**src/sv/fp32_sign_compare_classify_unit_macros.svh**
```systemverilog
// assertion macros for the fp32 sign/compare/classify unit
// no dependencies
`ifndef FP32_SIGN_COMPARE_CLASSIFY_UNIT_MACROS_SVH
`define FP32_SIGN_COMPARE_CLASSIFY_UNIT_MACROS_SVH

// property that must hold on every edge out of reset
`define FSC_ASSERT(label, prop, msg) \
  label: assert property (@(posedge clk_i) disable iff (!rst_ni) (prop)) else $error(msg);

// implication from one cycle to the next
`define FSC_ASSERT_NEXT(label, pre, post, msg) \
  label: assert property (@(posedge clk_i) disable iff (!rst_ni) (pre) |=> (post)) \
    else $error(msg);

`endif

```
**src/sv/fsc_pkg.sv**
```systemverilog
// shared types, constants and operation codes for the fp32 sign/compare/classify unit
// no dependencies
package fsc_pkg;

  localparam int unsigned ActionWidth = 4;
  localparam int unsigned WordWidth   = 32;

  typedef enum logic [ActionWidth-1:0] {
    ActSgnj  = 4'd0,
    ActSgnjn = 4'd1,
    ActSgnjx = 4'd2,
    ActMin   = 4'd3,
    ActMax   = 4'd4,
    ActEq    = 4'd5,
    ActLt    = 4'd6,
    ActLe    = 4'd7,
    ActClass = 4'd8
  } action_e;

  localparam logic [WordWidth-1:0] CanonNan = 32'h7fc0_0000;

  typedef struct packed {
    logic [ActionWidth-1:0] action;
    logic [WordWidth-1:0]   operand_a;
    logic [WordWidth-1:0]   operand_b;
  } item_t;

  typedef struct packed {
    logic [WordWidth-1:0] result_word;
    logic                 invalid_flag;
  } result_t;

endpackage

```
**src/sv/fsc_datapath.sv**
```systemverilog
// combinational execute logic: sign injection, min/max, compares, classify
// depends on fsc_pkg
module fsc_datapath import fsc_pkg::*; (
  input  item_t   item_i,
  output result_t result_o
);

  logic [31:0] a, b, ka, kb;
  logic        an, bn, anysig, both_zero, key_le, key_lt;
  logic [9:0]  cls;
  logic        a_exp_max, a_exp_zero, a_frac_zero;

  assign a  = item_i.operand_a;
  assign b  = item_i.operand_b;
  assign an = (a[30:23] == 8'hff) && (a[22:0] != 23'd0);
  assign bn = (b[30:23] == 8'hff) && (b[22:0] != 23'd0);
  assign anysig = (an && !a[22]) || (bn && !b[22]);
  assign both_zero = (a[30:0] == 31'd0) && (b[30:0] == 31'd0);
  // monotone keys, -0 below +0
  assign ka = a[31] ? ~a : {1'b1, a[30:0]};
  assign kb = b[31] ? ~b : {1'b1, b[30:0]};
  assign key_le = ka <= kb;
  assign key_lt = ka < kb;

  assign a_exp_max   = a[30:23] == 8'hff;
  assign a_exp_zero  = a[30:23] == 8'h00;
  assign a_frac_zero = a[22:0] == 23'd0;

  always_comb begin
    cls = '0;
    priority if (a_exp_max) begin
      if (a_frac_zero) cls[a[31] ? 0 : 7] = 1'b1;
      else             cls[a[22] ? 9 : 8] = 1'b1;
    end else if (a_exp_zero) begin
      if (a_frac_zero) cls[a[31] ? 3 : 4] = 1'b1;
      else             cls[a[31] ? 2 : 5] = 1'b1;
    end else begin
      cls[a[31] ? 1 : 6] = 1'b1;
    end
  end

  always_comb begin
    result_o = '0;
    unique case (item_i.action)
      ActSgnj:  result_o.result_word = {b[31], a[30:0]};
      ActSgnjn: result_o.result_word = {~b[31], a[30:0]};
      ActSgnjx: result_o.result_word = {a[31] ^ b[31], a[30:0]};
      ActMin, ActMax: begin
        result_o.invalid_flag = anysig;
        priority if (an && bn) result_o.result_word = CanonNan;
        else if (an)           result_o.result_word = b;
        else if (bn)           result_o.result_word = a;
        else if (item_i.action == ActMin) result_o.result_word = key_le ? a : b;
        else                   result_o.result_word = (kb <= ka) ? a : b;
      end
      ActEq: begin
        result_o.invalid_flag = anysig;
        result_o.result_word  = {31'd0, !an && !bn && ((a == b) || both_zero)};
      end
      ActLt: begin
        result_o.invalid_flag = an || bn;
        result_o.result_word  = {31'd0, !an && !bn && !both_zero && key_lt};
      end
      ActLe: begin
        result_o.invalid_flag = an || bn;
        result_o.result_word  = {31'd0, !an && !bn && (both_zero || key_le)};
      end
      ActClass: result_o.result_word = {22'd0, cls};
      default:  result_o = '0;
    endcase
  end

endmodule

```
**src/sv/fp32_sign_compare_classify_unit.sv**
```systemverilog
// top level of the fp32 sign/compare/classify unit: input and result registers
// depends on fsc_pkg, fsc_datapath and the macros header
`include "fp32_sign_compare_classify_unit_macros.svh"

// RV32F non-arithmetic execute unit: sign injection, min/max, eq/lt/le and
// class on binary32 bit patterns. Each input transfer carries an action code
// and two operands; each produces exactly one result transfer (result word and
// invalid flag). An item is captured in an input register, evaluated by one
// pass of combinational logic and held in a result register, so it passes the
// input register and then the result register before result valid rises; one
// item can enter every cycle while the output is not stalled. Both stages
// advance together whenever the result register is free or being drained, so
// back pressure on the output stalls the input.
module fp32_sign_compare_classify_unit import fsc_pkg::*; (
  input  logic        clk_i,
  input  logic        rst_ni,
  input  logic        s_axis_tvalid,
  output logic        s_axis_tready,
  // [3:0] action, [35:4] operand_a, [67:36] operand_b, [71:68] zero
  input  logic [71:0] s_axis_tdata,
  output logic        m_axis_tvalid,
  input  logic        m_axis_tready,
  // [31:0] result_word, [32] invalid_flag, [39:33] zero
  output logic [39:0] m_axis_tdata
);

  logic    in_valid_q, out_valid_q;
  item_t   in_q;
  result_t res_d, res_q;
  logic    advance;

  // pipeline moves when the output slot is empty or being taken
  assign advance       = !out_valid_q || m_axis_tready;
  assign s_axis_tready = advance;

  always_ff @(posedge clk_i or negedge rst_ni) begin
    if (!rst_ni) begin
      in_valid_q  <= 1'b0;
      out_valid_q <= 1'b0;
    end else if (advance) begin
      in_valid_q  <= s_axis_tvalid;
      out_valid_q <= in_valid_q;
    end
  end

  // payload registers, no reset
  always_ff @(posedge clk_i) begin
    if (advance) begin
      in_q.action    <= s_axis_tdata[3:0];
      in_q.operand_a <= s_axis_tdata[35:4];
      in_q.operand_b <= s_axis_tdata[67:36];
      res_q          <= res_d;
    end
  end

  fsc_datapath u_datapath (
    .item_i   (in_q),
    .result_o (res_d)
  );

  assign m_axis_tvalid = out_valid_q;
  assign m_axis_tdata  = {7'd0, res_q.invalid_flag, res_q.result_word};

  `FSC_ASSERT_NEXT(a_stall_holds, m_axis_tvalid && !m_axis_tready,
    m_axis_tvalid && $stable(m_axis_tdata), "result changed while stalled")
  `FSC_ASSERT_NEXT(a_in_to_out, s_axis_tvalid && s_axis_tready,
    in_valid_q, "accepted item not staged")
  `FSC_ASSERT(a_ready_rule, s_axis_tready == (!m_axis_tvalid || m_axis_tready),
    "ready does not follow output slot")

endmodule

```
**config.mk**
```make
export PLATFORM = sky130hd
export DESIGN_NAME = fp32_sign_compare_classify_unit
export DESIGN_NICKNAME = d
export VERILOG_FILES = /design/src/sv/fsc_pkg.sv /design/src/sv/fsc_datapath.sv /design/src/sv/fp32_sign_compare_classify_unit.sv
export VERILOG_INCLUDE_DIRS = /design/src /design/src/sv
export SDC_FILE = /design/constraint.sdc
export NUM_CORES = 1
export LEC_CHECK = 0
export ABC_AREA = 0
export BUFFER_PORTS_ARGS = -buffer_cell sky130_fd_sc_hd__buf_2
export CORE_ASPECT_RATIO = 0.5
export CORE_UTILIZATION = 45
export DETAILED_ROUTE_END_ITERATION = 8
export GPL_TIMING_DRIVEN = 0
export PLACE_DENSITY = 0.68
export REMOVE_ABC_BUFFERS = 1
export SYNTH_ARGS = -nofsm -noshare
export SYNTH_HDL_FRONTEND = slang
export SYNTH_SLANG_ARGS = --single-unit
```
**constraint.sdc**
```tcl
create_clock -name clk_i -period 5.4 [get_ports clk_i]
set_input_delay 0.27 -clock clk_i [delete_from_list [all_inputs] [get_ports clk_i]]
set_output_delay 0.27 -clock clk_i [all_outputs]
set_load 0.005 [all_outputs]
```
# [Word-level counts from Yosys, hierarchy flattened]
# Index checks and enable logic that the tools add are counted.
[totals] register_bits=103 in_bits=76 output_inout_bits=42 word_cells=101
[op_classes] order_cmp=13 eq_ne=11 muxes=29 n_bitwise=4 n_reduce_logical=37
[ops] op="32-bit 2-to-1 mux" n=8
[ops] op="32-bit case mux with 8 select lines" n=1
[ops] op="32-bit by 1-bit greater-or-equal comparator with 1-bit output (second input constant)" n=5
[ops] op="32-bit by 6-bit < comparator with 1-bit output (second input constant)" n=5
[ops] op="32-bit <= comparator" n=2
[ops] op="32-bit inverter" n=2
[ops] op="31-bit logical NOT" n=2
[ops] op="23-bit nonzero test" n=2
[ops] op="10-bit 2-to-1 mux" n=4
[ops] op="32-bit equality test" n=1
[ops] op="32-bit < comparator" n=1
[ops] op="23-bit logical NOT" n=1
[ops] op="1-bit demux with 4-bit select" n=5
[ops] op="4-bit by 3-bit equality test with 1-bit output (second input constant)" n=4
[ops] op="8-bit equality test (second input constant)" n=2
[ops] op="1-bit logical AND" n=16
[ops] op="3-bit 2-to-1 mux" n=4
[ops] op="4-bit by 2-bit equality test with 1-bit output (second input constant)" n=2
[ops] op="8-bit logical NOT" n=1
[ops] op="1-bit logical NOT" n=6
[ops] op="1-bit 2-to-1 mux" n=6
[ops] op="1-bit logical OR" n=5
[ops] op="4-bit by 1-bit equality test with 1-bit output (second input constant)" n=1
[ops] op="4-bit equality test (second input constant)" n=1
[ops] op="6 further kinds" n=7

# [Logic depth before layout (Yosys ltp)]
[depth] ltp_word=9 depth_mapped=13

# [Modules after synthesis]
# From an unflattened synthesis, not the netlist that was laid out.
[hier_totals] hier_cells=501 hier_area_um2=6022.0
[by_module_without_submodules] module="fp32_sign_compare_classify_unit" n_inst=1 cells_each=114 area_each_um2=3175.5
[by_module_without_submodules] module="fsc_datapath" n_inst=1 cells_each=387 area_each_um2=2846.5

# [Worst setup path after synthesis]
# Ideal clock, no wire load.
[synth_timing] path_type="input-to-reg" from="in m_axis_tready" to="reg in_valid_q" setup_time_ns=0.137 arrival_time_ns=3.285 required_time_ns=5.263 slack_ns=1.978 cell_stages=2 path_cell_list="nand2b_1 mux2_2"
[synth_via] elab_chain_cells=1
[synth_rtl] item="start, declared" line_no="fp32_sign_compare_classify_unit.sv:22" rtl="input logic m_axis_tready,"
[synth_rtl] item="1-bit logical OR" line_no="fp32_sign_compare_classify_unit.sv:33" rtl="assign advance = !out_valid_q || m_axis_tready;"
[synth_rtl] item="end signal, assigned" line_no="fp32_sign_compare_classify_unit.sv:41" rtl="in_valid_q <= s_axis_tvalid;"
[synth_rtl] item="end, declared" line_no="fp32_sign_compare_classify_unit.sv:27" rtl="logic in_valid_q, out_valid_q;"
# No other way between the ends.
# A chain may end at the register's enable or synchronous reset.

==> flow_summary_export.csv <==
group,metric,value,unit
floorplanning,core,12100,µm²
sta,slew_violations,0,
clocking,clk_latency,0.35,ns
final_layout,area_growth,18.2,%
sta,worst_pin_slew,1.29,ns
detailed_routing,num_vias,4165,
logic_synthesis,avgSynthCellArea,12.5,µm²
setup_path,end_kind,"flip-flop",
final_layout,drive_gt1_frac,0.237,
pwr,ir_drop,0.000172,V
place,dp_hpwl,10000,µm
detailed_routing,firstDrtPassIters,5,
pwr,switching_share,0.288,
global_route,grt_busiest_layer,"met2",
pwr,p_clk_frac,0.285,
sta,fin_crit,4.44,ns
global_route,use_met2,0.324,
setup_path,slowest_delay,0.83,ns
sta,final.setup.tns,0,ns
floorplanning,rows,28,
global_route,met1_usage,0.296,
clocking,cts_tree,"done",
pwr,p_per_area,327,nW/µm²
global_route,antenna_found_initial,0,
detailed_routing,ant_nets,0,
run,maxCapViolations,0,
place,io_buffers,106,
min_path,hold_path_class,"in -> reg",
logic_synthesis,synth_edf_count,101,
floorplanning,die_w,162,µm
global_route,grt_use_met3,0.0434,
logic_synthesis,ys_types,55,
detailed_routing,drc,0,
detailed_routing,wirelength,13600,µm
clocking,clkTransAtPathRegs,0.07,ns
global_route,grt_max_degree,62,
sta,setup_viol,0,
setup_path,cp_cell_sequence,"buf_16 > buf_16 > xor2_1 > ha_1 > nand4_2 > nor4_4 > a221oi_1 > o31ai_1 > nor3_1 > o21ai_2 > and2b_1 > a22o_1",
setup_path,critPathMaxFanout,20,
clocking,h-tree-depth,3,
sta,grt_setup_unrepaired,"no",
detailed_routing,first_iter_violations,292,
final_layout,antenna_cells,0,
setup_path,timing.critical_path.buf_inv,2,
logic_synthesis,ys.flop_type,"edfxtp_1",
clocking,cts_setup_buffers,0,
setup_path,required,5.61,ns
logic_synthesis,ys_seq_elements,103,
pwr,p_sw,0.641,mW
clocking,cts-root-buf,"clkbuf_16",
place,place_congestion,0.838,
floorplanning,ios,118,
pwr,intPower,1.58,mW
setup_path,r2r_slack,0.96,ns
floorplanning,dieHeight,82.0,µm
global_route,grt_pass1_wl,20400,µm
setup_path,path_class,"reg -> reg",
global_route,grt_usage,0.209,
clocking,cts_resized,0,
setup_path,cp-start-kind,"flip-flop",
clocking,postCtsHoldBufs,1,
setup_path,critPathTopFamily,"simple AND/OR/NAND/NOR gates",
sta,max_slew_margin,0.142,
final_layout,nets,672,
pwr,leakage,2.72,nW
setup_path,crit_slowest_cell,"and2b_1",
global_route,grt_pass1_vias,3851,
detailed_routing,routedWlPerCell,18.6,µm
logic_synthesis,synth.cell_area,5750,µm²
sta,hold_ws,0.0901,ns
global_route,globalRouteOverflowTotal,0,
logic_synthesis,syn_inst,460,
sta,max_freq,0.225,GHz
logic_synthesis,ys_seq_area_frac,0.536,
logic_synthesis,ys_warn_count,0,
pwr,p_comb_frac,0.226,
logic_synthesis,synthArstFlopShare,0.0194,
sta,hold_viol_final,0,
clocking,clock-sinks,103,
floorplanning,die_area,13300,µm²
clocking,numCtsBuffers,9,
detailed_routing,vias_per_cell,5.67,
floorplanning,initial_core_util,0.475,
setup_path,cpMostUsedCell,"buf_16",
status,outcome,"finished clean",
pwr,power.sequential.fraction,0.489,
clocking,clk_path_buf_depth,2,
setup_path,arrival,4.65,ns
sta,fin_crit_sh,0.822,
sta,finClkSkew,0.00908,ns
## cells by family (layout without fill, tap and decap cells)
logic type | Yosys count | in the layout | synth area share
AND/OR/NAND/NOR | 112 | 112 | 0.107
flip-flops | 103 | 103 | 0.536
XOR/XNOR | 93 | 93 | 0.142
AO/OA/AOI/OAI | 83 | 83 | 0.109
adder cells (fa/ha/maj) | 32 | 32 | 0.0696
buffers and inverters | 31 | 134 | 0.0276
multiplexers | 5 | 5 | 0.00892
other | 1 | 7 | 0.000652
## power by group through the flow
stage / Combinational, mW / Clock (mW) / Sequential (mW)
3_3_place_gp: 0.453 / 0 / 1.12
6_report: 0.503 / 0.634 / 1.09
5_1_grt: 0.558 / 0.669 / 1.10
3_5_place_dp: 0.497 / 0 / 1.10
4_1_cts: 0.500 / 0.640 / 1.09
2_1_floorplan: 0.312 / 0 / 1.10
## path summary, 6_finish.rpt
| check | startpoint | to | cells after the start |
|---|---|---|---|
| setup / recovery | in_q[31]$_DFFE_PP_ | m_axis_tdata[12]$_DFFE_PP_ | 12 |
| min in group asynchronous | rst_ni | in_valid_q$_DFFE_PN0P_ | 2 |
| hold reg to reg | in_valid_q$_DFFE_PN0P_ | m_axis_tvalid$_DFFE_PN0P_ | 1 |
| max in group asynchronous | rst_ni | m_axis_tvalid$_DFFE_PN0P_ | 2 |
| setup reg to reg | in_q[31]$_DFFE_PP_ | m_axis_tdata[12]$_DFFE_PP_ | 12 |
| hold / removal | s_axis_tdata[16] | in_q[44]$_DFFE_PP_ | 1 |
## layer usage
metal	routed length (µm)	share of wire
met1	6450	0.47
met2	6070	0.45
met3	946	0.069
met5	0	0
met4	165	0.012
## metrics by stage
stage	cells	power, mW	util	area, µm²	worst slack, ns
floorplan	441	1.41	-	5640	1.45
detailed placement	717	1.60	0.536	6500	1.03
global placement	712	1.58	0.526	6380	0.332
global route	734	2.32	0.561	6800	0.759
finish	734	2.22	0.561	6800	0.961
CTS	734	2.23	0.561	6800	1.02
## final cells by class
cell class | count | area, µm²
clock buffer | 11 | 233
multi-input combinational | 332 | 2540
sequential | 103 | 3080
fill | 1047 | 5320
timing repair buffer | 112 | 658
inverter | 6 | 22.5
tap | 165 | 206
clock inverter | 5 | 57.6
## sequential cells by signal (all words and copies together), names as in the netlist
signal	flops
in_q	68
m_axis_tdata	33
in_valid_q	1
m_axis_tvalid	1
## synthesized netlist by cell type (8+ instances only)
cell type	n	share of area
a221o_1	8	0.014
a22o_1	12	0.018
nand2_1	26	0.017
xnor2_1	42	0.064
buf_4	8	0.010
xor2_1	51	0.078
edfxtp_1	101	0.53
a21oi_1	15	0.013
nand4_1	17	0.018
nor4_1	24	0.026
nor2_1	13	0.0085
ha_1	32	0.070
clkbuf_1	11	0.0072
## layout by cell type, fill, tap and decap left out, types with 13 or more instances in the layout
| master | synthesis | final |
|---|---|---|
| nor2_1 | 13 | 13 |
| xor2_1 | 51 | 51 |
| xnor2_1 | 42 | 42 |
| nand2_1 | 26 | 26 |
| nand4_1 | 17 | 17 |
| a21oi_1 | 15 | 15 |
| buf_2 | 4 | 106 |
| edfxtp_1 | 101 | 101 |
| ha_1 | 32 | 32 |
| nor4_1 | 24 | 24 |
No activity file was read; power rests on OpenSTA's default activity.
